===== src/hw/rtl/quoted_printable_decoder_assert.svh =====
// Assertion macros shared by the quoted-printable decoder RTL.
`ifndef QUOTED_PRINTABLE_DECODER_ASSERT_SVH
`define QUOTED_PRINTABLE_DECODER_ASSERT_SVH

// Same-cycle implication, checked outside reset.
`define QPD_ASSERT_IMPL(label, ante, cons) \
    label: assert property (@(posedge clk) disable iff (!rst_n) (ante) |-> (cons)) \
        else $error("qpd assertion failed");

// Next-cycle implication, checked outside reset.
`define QPD_ASSERT_NEXT(label, ante, cons) \
    label: assert property (@(posedge clk) disable iff (!rst_n) (ante) |=> (cons)) \
        else $error("qpd assertion failed");

`endif


===== src/hw/rtl/qpd_pkg.sv =====
// Types and constants of the quoted-printable decoder.
package qpd_pkg;

    localparam int DATA_W      = 8;
    localparam int MAX_RESULTS = 3;
    localparam int APB_ADDR_W  = 2;
    localparam int APB_DATA_W  = 32;

    localparam logic [DATA_W-1:0] CH_EQ    = 8'h3D;
    localparam logic [DATA_W-1:0] CH_US    = 8'h5F;
    localparam logic [DATA_W-1:0] CH_SPACE = 8'h20;
    localparam logic [DATA_W-1:0] CH_LF    = 8'h0A;
    localparam logic [DATA_W-1:0] CH_CR    = 8'h0D;

    typedef enum logic [1:0] {
        PH_NORMAL = 2'd0,
        PH_EQ     = 2'd1,
        PH_HEX    = 2'd2,
        PH_CR     = 2'd3
    } qpd_phase_t;

    // Decoded bytes of one input word; a count of zero with msg_end set is a bare end marker.
    typedef struct packed {
        logic [MAX_RESULTS-1:0][DATA_W-1:0] data;
        logic [1:0]                         count;
        logic                               msg_end;
    } qpd_entry_t;

    typedef struct packed {
        logic full;
        logic empty;
    } qpd_q_status_t;

endpackage


===== src/hw/rtl/qpd_front.sv =====
// Front end: accepts encoded bytes, tracks the escape state and builds result entries.
module qpd_front
(
    input  logic                clk,
    input  logic                rst_n,
    input  logic                underscore_to_space,
    input  logic                accept,
    input  logic [7:0]          in_byte,
    input  logic                message_end,
    output logic                push,
    output qpd_pkg::qpd_entry_t entry
);

    qpd_pkg::qpd_phase_t phase_reg;
    qpd_pkg::qpd_phase_t phase_next;
    logic [7:0]          held_reg;
    logic [7:0]          held_next;

    function automatic logic hex_ok(input logic [7:0] c);
        hex_ok = (c >= 8'h30 && c <= 8'h39) || (c >= 8'h61 && c <= 8'h66) ||
                 (c >= 8'h41 && c <= 8'h46);
    endfunction

    function automatic logic [3:0] hex_val(input logic [7:0] c);
        logic [7:0] v;
        v = 8'h00;
        if (c >= 8'h30 && c <= 8'h39)
        begin
            v = c - 8'h30;
        end
        else if (c >= 8'h61 && c <= 8'h66)
        begin
            v = c - 8'h57;
        end
        else if (c >= 8'h41 && c <= 8'h46)
        begin
            v = c - 8'h37;
        end
        hex_val = v[3:0];
    endfunction

    // Returns {emits, byte} for a byte handled outside an escape.
    function automatic logic [8:0] plain_out(input logic [7:0] c, input logic u2s);
        if (c == qpd_pkg::CH_US && u2s)
        begin
            plain_out = {1'b1, qpd_pkg::CH_SPACE};
        end
        else if (c == qpd_pkg::CH_EQ)
        begin
            plain_out = 9'h000;
        end
        else
        begin
            plain_out = {1'b1, c};
        end
    endfunction

    function automatic qpd_pkg::qpd_phase_t plain_phase(input logic [7:0] c);
        plain_phase = (c == qpd_pkg::CH_EQ) ? qpd_pkg::PH_EQ : qpd_pkg::PH_NORMAL;
    endfunction

    // Next escape state.
    always_comb
    begin
        phase_next = phase_reg;
        held_next  = held_reg;
        if (accept)
        begin
            if (message_end)
            begin
                phase_next = qpd_pkg::PH_NORMAL;
                held_next  = 8'h00;
            end
            else
            begin
                unique case (phase_reg)
                    qpd_pkg::PH_NORMAL:
                    begin
                        phase_next = plain_phase(in_byte);
                    end
                    qpd_pkg::PH_EQ:
                    begin
                        if (in_byte == qpd_pkg::CH_LF)
                        begin
                            phase_next = qpd_pkg::PH_NORMAL;
                        end
                        else if (in_byte == qpd_pkg::CH_CR)
                        begin
                            phase_next = qpd_pkg::PH_CR;
                        end
                        else if (hex_ok(in_byte))
                        begin
                            phase_next = qpd_pkg::PH_HEX;
                            held_next  = in_byte;
                        end
                        else
                        begin
                            phase_next = plain_phase(in_byte);
                        end
                    end
                    qpd_pkg::PH_HEX:
                    begin
                        if (hex_ok(held_reg) && hex_ok(in_byte))
                        begin
                            phase_next = qpd_pkg::PH_NORMAL;
                        end
                        else
                        begin
                            phase_next = plain_phase(in_byte);
                        end
                    end
                    qpd_pkg::PH_CR:
                    begin
                        phase_next = plain_phase(in_byte);
                    end
                    default:
                    begin
                        phase_next = qpd_pkg::PH_NORMAL;
                    end
                endcase
            end
        end
    end

    // Result bytes caused by the current input word.
    always_comb
    begin
        logic [qpd_pkg::MAX_RESULTS-1:0][7:0] d_v;
        logic [1:0]                           n_v;
        logic [8:0]                           p_v;
        logic                                 esc_more;
        d_v      = '0;
        n_v      = 2'd0;
        p_v      = 9'h000;
        esc_more = (in_byte != qpd_pkg::CH_LF) && (in_byte != qpd_pkg::CH_CR);
        unique case (phase_reg)
            qpd_pkg::PH_NORMAL:
            begin
                p_v = plain_out(in_byte, underscore_to_space);
                if (p_v[8])
                begin
                    d_v[n_v] = p_v[7:0];
                    n_v      = n_v + 2'd1;
                end
            end
            qpd_pkg::PH_EQ:
            begin
                if (esc_more && !hex_ok(in_byte))
                begin
                    d_v[n_v] = qpd_pkg::CH_EQ;
                    n_v      = n_v + 2'd1;
                    p_v      = plain_out(in_byte, underscore_to_space);
                    if (p_v[8])
                    begin
                        d_v[n_v] = p_v[7:0];
                        n_v      = n_v + 2'd1;
                    end
                end
                else if (message_end && esc_more)
                begin
                    // A single hex digit pending at message end comes out literally.
                    d_v[0] = qpd_pkg::CH_EQ;
                    d_v[1] = in_byte;
                    n_v    = 2'd2;
                end
            end
            qpd_pkg::PH_HEX:
            begin
                if (hex_ok(held_reg) && hex_ok(in_byte))
                begin
                    d_v[0] = {hex_val(held_reg), hex_val(in_byte)};
                    n_v    = 2'd1;
                end
                else
                begin
                    d_v[n_v] = qpd_pkg::CH_EQ;
                    n_v      = n_v + 2'd1;
                    p_v      = plain_out(held_reg, underscore_to_space);
                    if (p_v[8])
                    begin
                        d_v[n_v] = p_v[7:0];
                        n_v      = n_v + 2'd1;
                    end
                    p_v = plain_out(in_byte, underscore_to_space);
                    if (p_v[8])
                    begin
                        d_v[n_v] = p_v[7:0];
                        n_v      = n_v + 2'd1;
                    end
                end
            end
            qpd_pkg::PH_CR:
            begin
                if (in_byte != qpd_pkg::CH_LF)
                begin
                    p_v = plain_out(in_byte, underscore_to_space);
                    if (p_v[8])
                    begin
                        d_v[n_v] = p_v[7:0];
                        n_v      = n_v + 2'd1;
                    end
                end
            end
            default:
            begin
                n_v = 2'd0;
            end
        endcase
        entry.data    = d_v;
        entry.count   = n_v;
        entry.msg_end = message_end;
        push          = accept && ((n_v != 2'd0) || message_end);
    end

    always_ff @(posedge clk or negedge rst_n)
    begin
        if (!rst_n)
        begin
            phase_reg <= qpd_pkg::PH_NORMAL;
            held_reg  <= 8'h00;
        end
        else
        begin
            phase_reg <= phase_next;
            held_reg  <= held_next;
        end
    end

endmodule


===== src/hw/rtl/qpd_queue.sv =====
// Short FIFO of result entries between the front end and the output stage.
module qpd_queue
#(
    parameter int DEPTH = 4
)
(
    input  logic                   clk,
    input  logic                   rst_n,
    input  logic                   push,
    input  qpd_pkg::qpd_entry_t    push_entry,
    input  logic                   pop,
    output qpd_pkg::qpd_entry_t    head,
    output qpd_pkg::qpd_q_status_t status
);

    localparam int PTR_W = (DEPTH > 1) ? $clog2(DEPTH) : 1;
    localparam int CNT_W = $clog2(DEPTH + 1);
    localparam logic [PTR_W-1:0] LAST_PTR = PTR_W'(DEPTH - 1);
    localparam logic [CNT_W-1:0] FULL_CNT = CNT_W'(DEPTH);

    qpd_pkg::qpd_entry_t mem_reg [DEPTH];
    logic [PTR_W-1:0]    wr_ptr_reg;
    logic [PTR_W-1:0]    rd_ptr_reg;
    logic [CNT_W-1:0]    count_reg;
    logic [CNT_W-1:0]    count_next;
    logic                do_push;
    logic                do_pop;

    assign status.full  = (count_reg == FULL_CNT);
    assign status.empty = (count_reg == '0);
    assign do_push      = push && !status.full;
    assign do_pop       = pop && !status.empty;
    assign head         = mem_reg[rd_ptr_reg];

    always_comb
    begin
        count_next = count_reg;
        if (do_push && !do_pop)
        begin
            count_next = count_reg + 1'b1;
        end
        else if (do_pop && !do_push)
        begin
            count_next = count_reg - 1'b1;
        end
    end

    always_ff @(posedge clk)
    begin
        if (do_push)
        begin
            mem_reg[wr_ptr_reg] <= push_entry;
        end
    end

    always_ff @(posedge clk or negedge rst_n)
    begin
        if (!rst_n)
        begin
            wr_ptr_reg <= '0;
            rd_ptr_reg <= '0;
            count_reg  <= '0;
        end
        else
        begin
            count_reg <= count_next;
            if (do_push)
            begin
                wr_ptr_reg <= (wr_ptr_reg == LAST_PTR) ? '0 : wr_ptr_reg + 1'b1;
            end
            if (do_pop)
            begin
                rd_ptr_reg <= (rd_ptr_reg == LAST_PTR) ? '0 : rd_ptr_reg + 1'b1;
            end
        end
    end

endmodule


===== src/hw/rtl/qpd_back.sv =====
// Back end: walks the bytes of the head entry into a registered output word.
module qpd_back
(
    input  logic                   clk,
    input  logic                   rst_n,
    input  qpd_pkg::qpd_entry_t    head,
    input  qpd_pkg::qpd_q_status_t status,
    output logic                   pop,
    output logic                   m_tvalid,
    input  logic                   m_tready,
    output logic [7:0]             m_tdata,
    output logic [1:0]             m_tuser,
    output logic                   m_tlast
);

    logic       valid_reg;
    logic [7:0] data_reg;
    logic [1:0] user_reg;
    logic       last_reg;
    logic [1:0] idx_reg;
    logic [1:0] last_idx;
    logic       load;
    logic       at_last;

    assign load     = !status.empty && (!valid_reg || m_tready);
    assign last_idx = (head.count == 2'd0) ? 2'd0 : head.count - 2'd1;
    assign at_last  = (idx_reg == last_idx);
    assign pop      = load && at_last;

    assign m_tvalid = valid_reg;
    assign m_tdata  = data_reg;
    assign m_tuser  = user_reg;
    assign m_tlast  = last_reg;

    // A bare end marker carries a zero byte.
    always_ff @(posedge clk)
    begin
        if (load)
        begin
            data_reg <= (head.count == 2'd0) ? 8'h00 : head.data[idx_reg];
            user_reg <= {at_last, head.count != 2'd0};
            last_reg <= at_last && head.msg_end;
        end
    end

    always_ff @(posedge clk or negedge rst_n)
    begin
        if (!rst_n)
        begin
            valid_reg <= 1'b0;
            idx_reg   <= 2'd0;
        end
        else
        begin
            if (load)
            begin
                valid_reg <= 1'b1;
                idx_reg   <= at_last ? 2'd0 : idx_reg + 2'd1;
            end
            else if (m_tready)
            begin
                valid_reg <= 1'b0;
            end
        end
    end

endmodule


===== src/hw/rtl/quoted_printable_decoder.sv =====
// Quoted-printable decoder: front end, entry queue and output stage.
//
// Encoded bytes enter on the s_ stream, one word per byte, with s_tlast on the
// last byte of a message. Decoded bytes leave on the m_ stream: m_tlast marks
// the final word of a message, m_tuser[0] says a byte is present (clear on a
// bare end marker) and m_tuser[1] marks the last word caused by one input byte.
// The front end takes one byte per cycle as long as the entry queue has room;
// an input byte yields zero to three output words.
// An accepted word goes into the queue and then into the output register.
// The output stage sends one word per cycle while m_tready is high and holds
// an entry until its last word is sent; the FIFO_DEPTH-entry queue absorbs
// bursts, and s_tready drops only when it is full. When m_tready is low the
// output word holds and the queue fills behind it.
// Reset clears the escape state, the queue and the output stage, and the
// underscore-to-space register (APB byte address 0) returns to zero.
module quoted_printable_decoder
#(
    parameter int FIFO_DEPTH = 4
)
(
    input  logic                            clk,
    input  logic                            rst_n,
    input  logic                            s_tvalid,
    output logic                            s_tready,
    input  logic [7:0]                      s_tdata,   // [7:0] in_byte
    input  logic                            s_tlast,
    output logic                            m_tvalid,
    input  logic                            m_tready,
    output logic [7:0]                      m_tdata,   // [7:0] out_byte
    output logic [1:0]                      m_tuser,   // [0] byte_present, [1] run_last
    output logic                            m_tlast,
    input  logic                            psel,
    input  logic                            penable,
    input  logic                            pwrite,
    input  logic [qpd_pkg::APB_ADDR_W-1:0]  paddr,
    input  logic [qpd_pkg::APB_DATA_W-1:0]  pwdata,
    output logic [qpd_pkg::APB_DATA_W-1:0]  prdata,
    output logic                            pready
);

    `include "quoted_printable_decoder_assert.svh"

    logic                   u2s_reg;
    logic                   accept;
    logic                   push;
    logic                   pop;
    qpd_pkg::qpd_entry_t    push_entry;
    qpd_pkg::qpd_entry_t    head;
    qpd_pkg::qpd_q_status_t q_status;

    // Only one register: every address decodes to it.
    assign pready = 1'b1;
    assign prdata = {{(qpd_pkg::APB_DATA_W-1){1'b0}}, u2s_reg};

    always_ff @(posedge clk or negedge rst_n)
    begin
        if (!rst_n)
        begin
            u2s_reg <= 1'b0;
        end
        else if (psel && penable && pwrite && pready && (paddr[1:0] == 2'b00 ||
                 paddr[1:0] != 2'b00))
        begin
            u2s_reg <= pwdata[0];
        end
    end

    assign s_tready = !q_status.full;
    assign accept   = s_tvalid && s_tready;

    qpd_front u_front
    (
        .clk                 (clk),
        .rst_n               (rst_n),
        .underscore_to_space (u2s_reg),
        .accept              (accept),
        .in_byte             (s_tdata),
        .message_end         (s_tlast),
        .push                (push),
        .entry               (push_entry)
    );

    qpd_queue #(.DEPTH(FIFO_DEPTH)) u_queue
    (
        .clk        (clk),
        .rst_n      (rst_n),
        .push       (push),
        .push_entry (push_entry),
        .pop        (pop),
        .head       (head),
        .status     (q_status)
    );

    qpd_back u_back
    (
        .clk      (clk),
        .rst_n    (rst_n),
        .head     (head),
        .status   (q_status),
        .pop      (pop),
        .m_tvalid (m_tvalid),
        .m_tready (m_tready),
        .m_tdata  (m_tdata),
        .m_tuser  (m_tuser),
        .m_tlast  (m_tlast)
    );

    `QPD_ASSERT_IMPL(a_bare_marker_ends, m_tvalid && !m_tuser[0], m_tlast && m_tuser[1])
    `QPD_ASSERT_IMPL(a_done_is_run_last, m_tvalid && m_tlast, m_tuser[1])
    `QPD_ASSERT_NEXT(a_queue_drains, !m_tvalid && !q_status.empty, m_tvalid)

endmodule

===== config.mk =====
export PLATFORM = sky130hd
export DESIGN_NAME = quoted_printable_decoder
export DESIGN_NICKNAME = d
export VERILOG_FILES = /design/src/hw/rtl/qpd_pkg.sv /design/src/hw/rtl/qpd_front.sv /design/src/hw/rtl/qpd_queue.sv /design/src/hw/rtl/qpd_back.sv /design/src/hw/rtl/quoted_printable_decoder.sv
export VERILOG_INCLUDE_DIRS = /design/src /design/src/hw/rtl
export SDC_FILE = /design/constraint.sdc
export NUM_CORES = 1
export LEC_CHECK = 0
export ABC_CLOCK_PERIOD_IN_PS = 3710
export BUFFER_PORTS_ARGS = -buffer_cell sky130_fd_sc_hd__buf_4
export CORE_ASPECT_RATIO = 1.5
export CORE_MARGIN = 2
export CORE_UTILIZATION = 45
export DETAILED_ROUTE_END_ITERATION = 8
export HOLD_SLACK_MARGIN = 0.1
export PLACE_DENSITY = 0.72
export SETUP_SLACK_MARGIN = 0.02
export SLEW_MARGIN = 10
export SYNTH_ARGS = -nofsm -noshare
export SYNTH_HDL_FRONTEND = slang
export SYNTH_HIERARCHICAL = 1
export SYNTH_SLANG_ARGS = --single-unit

===== constraint.sdc =====
create_clock -name clk -period 3.71 [get_ports clk]
set_input_delay 0.742 -clock clk [delete_from_list [all_inputs] [get_ports clk]]
set_output_delay 0.742 -clock clk [all_outputs]
set_load 0.02 [all_outputs]

# After elaboration in Yosys (flattened, before gate mapping)
# Memories as Yosys holds them, arrays and structs flattened.
# Cells that the tools add are included.
# word_totals
reg_bits	32
ram_bits	108
input_bits	50
output_inout_bits	46
memories	1
# classes
addsub	13
order_cmp	15
eq_ne	17
muxes	73
reduce_logical	51
# memory_table
name	depth	width	read_ports	rd_clocked_by_memory_dff	write_ports	line_no	rtl
u_queue.mem_reg	4	27	1	0	1	qpd_queue.sv:21	qpd_pkg::qpd_entry_t mem_reg [DEPTH];
# ops
operator	count
$mux 8	16
$mux 9	13
$mux 16	3
$mux 2	18
$ge 8x7->1 const B	4
$le 8x7->1 const B	4
$pmux 8 s4	1
$logic_and 1x1->1	25
$bwmux 24	1
$mux 24	1
$mux 4	6
$bmux 8 s2	1
$demux 8 s2	1
$eq 8x4->1 const B	2
$eq 8x6->1 const B	2
$eq 8x7->1 const B	2
$ge 8x6->1 const B	2
$le 8x6->1 const B	2
$ne 8x4->1 const B	2
$pmux 8 s2	1
$sub 4x3->4 const B	4
$reduce_bool 2->1	7
$add 2x1->2 const B	4
$eq 2x2->1 const B	4
other kinds (20)	43

# Depth between registers and ports, before layout
# Gate-level depths: netlist of run 1.
# depth
ltp_word	22
mapped_depth	19
mapped_depth_nobuf	18

# Modules after synthesis
# Netlist of run 1, hierarchy kept.
# by_module_without_submodules
mod	instances	cells_per_inst	area_each_um2	seq_area_each_um2
qpd_queue	1	178	4336.7	3418.3
qpd_front	1	193	1529.0	250.2
qpd_back	1	76	802.0	405.4
quoted_printable_decoder	1	40	310.3	25.0

# Worst setup path before layout of run 1
# No wires, ideal clock.
# synth_path
path_type	input to register
start	input port s_tdata[1]
end	memory u_queue/mem_reg[0][0] in the netlist's numbering (enable)
t_arrival_ns	3.376
required_ns	3.324
setup_slack_ns	-0.053
path_stages	14
path_buffers	1
path_cell_list	inv_1 -> ha_1 -> nand3_1 -> or2_4 -> inv_2 -> ha_1 -> inv_1 -> nor2_1 -> o31a_1 -> a31oi_2 -> o31a_1 -> nor2b_1 -> buf_2 -> and2_1
# synth_lines
element	line_no	rtl
from (decl)	quoted_printable_decoder.sv:25	input logic [7:0] s_tdata,
to (decl)	qpd_queue.sv:21	

==> results of run 1 <==
==> cell type report <==
cell class	instances	area, sq um	area share
multi-input cells	304	2561	0.3170
inverters	20	77.57	0.009600
clock inverters	14	147.6	0.01827
repair buffers	62	515.5	0.06380
flip-flops and latches	140	4100	0.5074
clock buffers	18	429.2	0.05311
well taps	199	249.0	0.03081
==> power by group <==
| group | internal, W | switching [W] |
|---|---|---|
| combinational | 0.000772 | 0.000852 |
| clock | 0.000989 | 0.000641 |
| sequential | 0.00212 | 0.000176 |
==> routing by layer <==
layer  global-route usage  share of wire  wire length, um  vias to the layer above
met5                    0              0                0                        -
met3              0.03873          0.045              658                       25
met4              0.07581          0.024              356                        0
met2               0.3367           0.54             7929                      163
li1                     -              -                -                     1907
met1               0.2108           0.39             5605                     2064
==> per-stage QoR <==
| stage | util | hold WS (ps) | area (sq um) | setup WS, ps |
|---|---|---|---|---|
| detailed placement | 0.4956 | 541.9 | 7503 | -42.43 |
| global placement | 0.4956 | 507.6 | 7503 | -15.07 |
| floorplan | - | 446.4 | 7116 | 48.93 |
| finish | 0.5337 | 219.2 | 8080 | 316.9 |
| global route | 0.5337 | 223.1 | 8080 | 39.58 |
| CTS | 0.5337 | 208.8 | 8080 | 319.2 |
==> Yosys cell counts (4+ instances only) <==
| master | count |
|---|---|
| nor2b_1 | 11 |
| mux2i_1 | 9 |
| nand2b_1 | 4 |
| ha_1 | 20 |
| a22o_1 | 7 |
| nor3b_1 | 4 |
| nand3_1 | 8 |
| o21ai_0 | 5 |
| nand2_1 | 29 |
| or2_1 | 6 |
| clkbuf_1 | 6 |
| a21o_1 | 5 |
| buf_2 | 8 |
| nor3_1 | 6 |
| inv_1 | 19 |
| nor2_1 | 20 |
| dfrtp_1 | 21 |
| mux4_2 | 27 |
| a22oi_1 | 4 |
| o32ai_1 | 6 |
| a21oi_1 | 15 |
| buf_4 | 36 |
| o22ai_1 | 4 |
| and2_1 | 8 |
| edfxtp_1 | 119 |
| nand4_1 | 5 |
| xor2_1 | 4 |
==> kinds of logic (layout without fill, tap and decap cells) <==
group | count (synthesis) | count (layout) | share of synthesized area
XOR/XNOR | 7 | 7 | 0.008786
buffers and inverters | 73 | 114 | 0.06455
AND/OR/NAND/NOR | 128 | 128 | 0.1060
other | 2 | 32 | 0.001076
multiplexers | 41 | 41 | 0.1097
AO/OA/AOI/OAI | 75 | 75 | 0.08374
adder cells (fa/ha/maj) | 21 | 21 | 0.03873
flip-flops | 140 | 140 | 0.5874
==> final timing paths <==
kind / from / to / cells after the start
min in group clk: u_queue/count_reg[2] / u_queue/count_reg[2] / 1
max in group asynchronous: rst_n / u_queue/rd_ptr_reg[0] / 1
hold / removal: rst_n / u_front/phase_reg[0] / 1
hold reg to reg: u_queue/count_reg[2] / u_queue/count_reg[2] / 1
setup / recovery: u_front/held_reg[1] / u_queue/count_reg[2] / 17
setup reg to reg: u_front/held_reg[1] / u_queue/count_reg[2] / 17
==> critical path, stage by stage (launching register included) <==
cell and delay [ps]:
dfrtp_1 440, inv_1 130, ha_1 240, nand4_1 130, inv_1 150, ha_1 250, inv_1 70, nor2_1 50
o31a_1 250, a31oi_2 180, o31a_1 160, nor2b_1 190, ha_2 200, inv_1 50, fa_1 370, xor2_1 170
nor2_1 140, xor2_1 150
==> qor.yml, run 1 <==
timing:
  slew_violations: 0
  fmax_mhz: 294.7
  grt_setup_unrepaired: "false"
  tightestPinTransition_ps: 926.9
  tns_ps: 0
  setup_viol: 0
  slew-limit-headroom: 0.3798
  worst_clock_skew_ps: 8.963
  period_needed_ps: 3393
  hold_violations: 0
  finalCritPeriodShare: 0.9146
global_route:
  groute.usage.overall: 0.1851
  grt_pass1_wl_mm: 22.94
  grt_max_degree: 28
  grt_overflow: 0
  antenna_found_initial: 0
  grt_pass1_vias: 4182
flow_run:
  maxCapViolations: 0
outcome:
  status: "finished, final reports clean"
die:
  die_area_sq_um: 16540
  start_util: 0.4609
  core-area_sq_um: 15140
  die_h_um: 156.5
  num_rows: 55
  pin_count: 96
  dieWidth_um: 105.7
cells_and_area:
  finalNetCount: 616
  largest_register_ffs: 108
  fillers: 1262
  final_common_cell: "edfxtp_1"
  num_antenna_cells: 0
  fin_cells: 757
  layout-drive-gt1-share: 0.2724
  final_cell_mix: "edfxtp_1 (119), buf_4 (58), conb_1 (32)"
  areaGrowthSynthToFinish_pct: 15.80
route:
  ant_nets: 0
  drt_iter0_markers: 318
  vias: 4159
  routedWlPerCell_um: 19.22
  vias_per_cell: 5.494
  drcViolationCount: 0
  wl_mm: 14.55
  first_pass_iters: 8
power:
  p_per_area_nw_per_um2: 687.6
  ir_drop_v: 0.0003017
  report.power.total_w: 0.005556
  p_leak_nw: 2.988
placed_design:
  hpwl_mm: 10.32
  placed_cells: 725
  io_buffers: 30
  place_congestion: 0.9677
yosys:
  synth.distinct_cells: 73
  synthTopCellsByArea: "edfxtp_1 (51%), mux4_2 (8.7%), dfrtp_1 (7.5%)"
  synth_edf_count: 119
  yosys.area.top_type_share: 0.5121
  synth_seq_cells: 140
  seq_area_frac_synth: 0.5874
  syn-cell-area_sq_um: 6978
  async_flop_share: 0.1500
  synth_warnings: 6
  yosysTopAreaCell: "edfxtp_1"
  synthCells: 487
  syn_area_per_cell_sq_um: 14.33
  ys.flop_type: "edfxtp_1"
clock_tree:
  cts-hold-fix-buffers: 0
  cts_buffers: 17
  clk_latency_ps: 410
  clk_pin_slew_ps: 60
  cts.sinks: 140
  post-cts-setup-buffers: 0
  cts_resized: 0
  htree_levels: 4
  clk_path_buf_depth: 2
  cts_tree: "done"
  cts_root_buf: "clkbuf_16"
worst_setup_path:
  r2r_setup_slack_ps: 320
  cp-start-kind: "flip-flop"
  crit_required_ps: 4050
  cp_max_fo: 6
  path_class: "reg -> reg"
  end_kind: "flip-flop"
  worstPathArrival_ps: 3730
hold_path:
  hp-class: "in -> async"
No activity file was read; power rests on OpenSTA's default activity.
==> inputs of run 2 (changes only) <==
ABC_AREA = 1   (was not set)
CAP_MARGIN = 20   (was not set)
CORE_UTILIZATION = 40   (was 45)
PLACE_DENSITY = 0.66   (was 0.72)
==> qor.yml, run 2 <==
outcome:
  status: "finished, final reports clean"  # unchanged
flow_run:
  maxCapViolations: 0  # unchanged
yosys:
  synth.distinct_cells: 39  # was 73
  synth_seq_cells: 140  # unchanged
  ys.flop_type: "edfxtp_1"  # unchanged
  async_flop_share: 0.1500  # unchanged
  yosysTopAreaCell: "edfxtp_1"  # unchanged
  synth_warnings: 6  # unchanged
  syn_area_per_cell_sq_um: 9.751  # was 14.33 sq um
  synth_top_cells_by_count: "nand2_1 (164), edfxtp_1 (119), inv_1 (117)"  # was edfxtp_1 (119), buf_4 (36), nand2_1 (29)
  syn-cell-area_sq_um: 7372  # was 6978 sq um
  synth_edf_count: 119  # unchanged
  synthCells: 756  # was 487
  yosys.area.top_type_share: 0.4847  # was 0.5121
  synthTopCellsByArea: "edfxtp_1 (48%), nand2_1 (8.4%), dfrtp_1 (7.1%)"  # was edfxtp_1 (51%), mux4_2 (8.7%), dfrtp_1 (7.5%)
  seq_area_frac_synth: 0.5560  # was 0.5874
  yosysMostFrequentCell: "nand2_1"  # was edfxtp_1
placed_design:
  place_area_sq_um: 7706  # was 7503 sq um
  io_buffers: 30  # unchanged
  place_congestion: 0.9158  # was 0.9677
  placed_cells: 993  # was 725
  hpwl_mm: 10.41  # was 10.32 mm
  pre_cts_ws_ps: 161.0  # was -42.43 ps
worst_setup_path:
  crit_start: "u_front/held_reg[1]"  # unchanged
  r2r_start: "u_front/held_reg[1]"  # unchanged
  cp_max_fo: 6  # unchanged
  r2r_end: "u_queue/count_reg[2]"  # unchanged
  cp-start-kind: "flip-flop"  # unchanged
  r2r_setup_slack_ps: 530  # was 320 ps
  path_class: "reg -> reg"  # unchanged
  crit_required_ps: 4010  # was 4050 ps
  worstPathArrival_ps: 3480  # was 3730 ps
  worstRegToRegCells: 20  # was 17
  end_kind: "flip-flop"  # unchanged
clock_tree:
  clk_latency_ps: 410  # about the same
  cts.sinks: 140  # unchanged
  cts_resized: 0  # unchanged
  htree_levels: 4  # unchanged
  cts_root_buf: "clkbuf_16"  # unchanged
  cts-hold-fix-buffers: 0  # unchanged
  post-cts-setup-buffers: 0  # unchanged
  cts_buffers: 17  # unchanged
  cts_tree: "done"  # unchanged
  clk_pin_slew_ps: 60  # about the same
  clk_path_buf_depth: 2  # unchanged
die:
  num_rows: 60  # was 55
  die_h_um: 170.3  # was 156.5 um
  core-area_sq_um: 18020  # was 15140 sq um
  dieWidth_um: 114.8  # was 105.7 um
  pin_count: 96  # unchanged
  die_area_sq_um: 19550  # was 16540 sq um
  start_util: 0.4092  # was 0.4609
cells_and_area:
  final_common_cell: "nand2_1"  # was edfxtp_1
  num_antenna_cells: 0  # unchanged
  stdcell_area_sq_um: 8304  # was 8080 sq um
  finalNetCount: 866  # was 616
  fin_cells: 1025  # was 757
  areaGrowthSynthToFinish_pct: 12.64  # was 15.80%
  utilization: 0.4609  # was 0.5337
  layout-drive-gt1-share: 0.1349  # was 0.2724
  fillers: 1690  # was 1262
  final_cell_mix: "nand2_1 (164), edfxtp_1 (119), inv_1 (117)"  # was edfxtp_1 (119), buf_4 (58), conb_1 (32)
  largest_register_ffs: 108  # unchanged
route:
  ant_nets: 0  # unchanged
  vias: 5040  # was 4159
  routedWlPerCell_um: 14.35  # was 19.22 um
  drcViolationCount: 0  # unchanged
  first_pass_iters: 5  # was 8
  vias_per_cell: 4.917  # was 5.494
  drt_iter0_markers: 216  # was 318
  wl_mm: 14.71  # was 14.55 mm
timing:
  grt_setup_unrepaired: "false"  # unchanged
  hold_violations: 0  # unchanged
  setup_viol: 0  # unchanged
  slew_violations: 0  # unchanged
  worst_clock_skew_ps: 7.863  # was 8.963 ps
  tightestPinTransition_ps: 542.3  # was 926.9 ps
  worst_slack_ps: 526.6  # was 316.9 ps
  finalCritPeriodShare: 0.8581  # was 0.9146
  period_needed_ps: 3183  # was 3393 ps
  slew-limit-headroom: 0.6385  # was 0.3798
  fmax_mhz: 314.1  # was 294.7 MHz
power:
  p_per_area_nw_per_um2: 696.8  # was 687.6 nW/um^2
  p_sw_frac: 0.3432  # was 0.3005
  p_sw_w: 0.001986  # was 0.001669 W
  pwr-share-clk: 0.292  # was 0.293
  ir_drop_v: 0.0004178  # was 0.0003017 V
  p_comb_frac: 0.312  # was 0.292
  power.internal_w: 0.003800  # was 0.003886 W
  seq_power_share: 0.396  # was 0.414
  p_leak_nw: 3.524  # was 2.988 nW
global_route:
  grt_max_degree: 61  # was 28
  grt_overflow: 0  # unchanged
  antenna_found_initial: 0  # unchanged
  grt_pass1_vias: 4837  # was 4182
  groute.usage.overall: 0.1584  # was 0.1851
  grt_pass1_wl_mm: 23.67  # was 22.94 mm
hold_path:
  hp-class: "in -> async"  # unchanged
-- run 2: cell types whose count changed after synthesis, moves of 27 or more --
| cell | previous run | this run |
|---|---|---|
| nand3_1 | 8 | 41 |
| nand2_1 | 29 | 164 |
| inv_1 | 19 | 117 |
| o211ai_1 | 0 | 56 |
| mux4_2 | 27 | 0 |
| nor2_1 | 20 | 47 |
-- run 2: power by group through the flow --
stage               logic, W  registers, W  clock network, W
finish               0.00181       0.00229           0.00169
global route         0.00207       0.00233           0.00180
CTS                  0.00183       0.00229           0.00173
detailed placement   0.00183       0.00233                 0
global placement     0.00179       0.00232                 0
floorplan            0.00139       0.00235                 0
-- run 2: critical path: stages (launching register included) --
cell     delay [ps]
dfrtp_1         410
inv_1           180
ha_1            220
nand4_1         140
inv_2           160
ha_1            240
or2_2           290
nand3_1          90
nand2_1          50
nand2_1          80
nor2_1           50
nor2_1          150
nand2_1          90
inv_1            60
ha_1            160
inv_1            60
fa_1            380
nand2_1          90
nand3_1          70
nand2_1          60
nand2_1          50
-- run 2: cells by family (layout without fill, tap and decap cells) --
group | count (synthesis) | in the layout | share of synthesized area
AND/OR/NAND/NOR | 288 | 288 | 0.1707
buffers and inverters | 181 | 203 | 0.1256
flip-flops | 140 | 140 | 0.5560
AO/OA/AOI/OAI | 121 | 121 | 0.1064
adder cells (fa/ha/maj) | 21 | 21 | 0.03666
XOR/XNOR | 3 | 3 | 0.003565
other | 2 | 32 | 0.001019
-- run 2: worst max-delay path by stage --
stage          slack [ps]                    end  depth (start not counted)
3_3_place_gp          220   u_queue/count_reg[2]                         21
3_5_place_dp          160   u_queue/count_reg[2]                         21
4_1_cts               510   u_queue/count_reg[2]                         20
6_report              530   u_queue/count_reg[2]                         20
2_1_floorplan        -280  u_queue/mem_reg[0][0]                         13
5_1_grt               240   u_queue/count_reg[2]                         20
-- run 2: layout make-up --
type / count / area (sq um) / area share
flip-flops and latches: 140 / 4100 / 0.4937
multi-input cells: 465 / 2470 / 0.2974
inverters: 125 / 469.2 / 0.05650
clock buffers: 18 / 429.2 / 0.05168
repair buffers: 46 / 395.4 / 0.04761
well taps: 217 / 271.5 / 0.03270
clock inverters: 14 / 168.9 / 0.02034
-- run 2: through the flow --
| stage | setup TNS (ps) | power, W | hold slack, ps |
|---|---|---|---|
| 3_5_place_dp | 0 | 0.004153 | 501.4 |
| 2_1_floorplan | -30420 | 0.003738 | 446.4 |
| 6_report | 0 | 0.005786 | 218.8 |
| 3_3_place_gp | 0 | 0.004108 | 490.3 |
| 4_1_cts | 0 | 0.005856 | 203.1 |
| 5_1_grt | 0 | 0.006192 | 213.8 |
-- run 2: metal layers --
| metal | share of wire | up-vias | track usage |
|---|---|---|---|
| li1 | - | 2534 | - |
| met1 | 0.40 | 2344 | 0.1692 |
| met2 | 0.53 | 134 | 0.2913 |
| met3 | 0.041 | 28 | 0.03561 |
| met4 | 0.028 | 0 | 0.07334 |
| met5 | 0 | - | 0 |
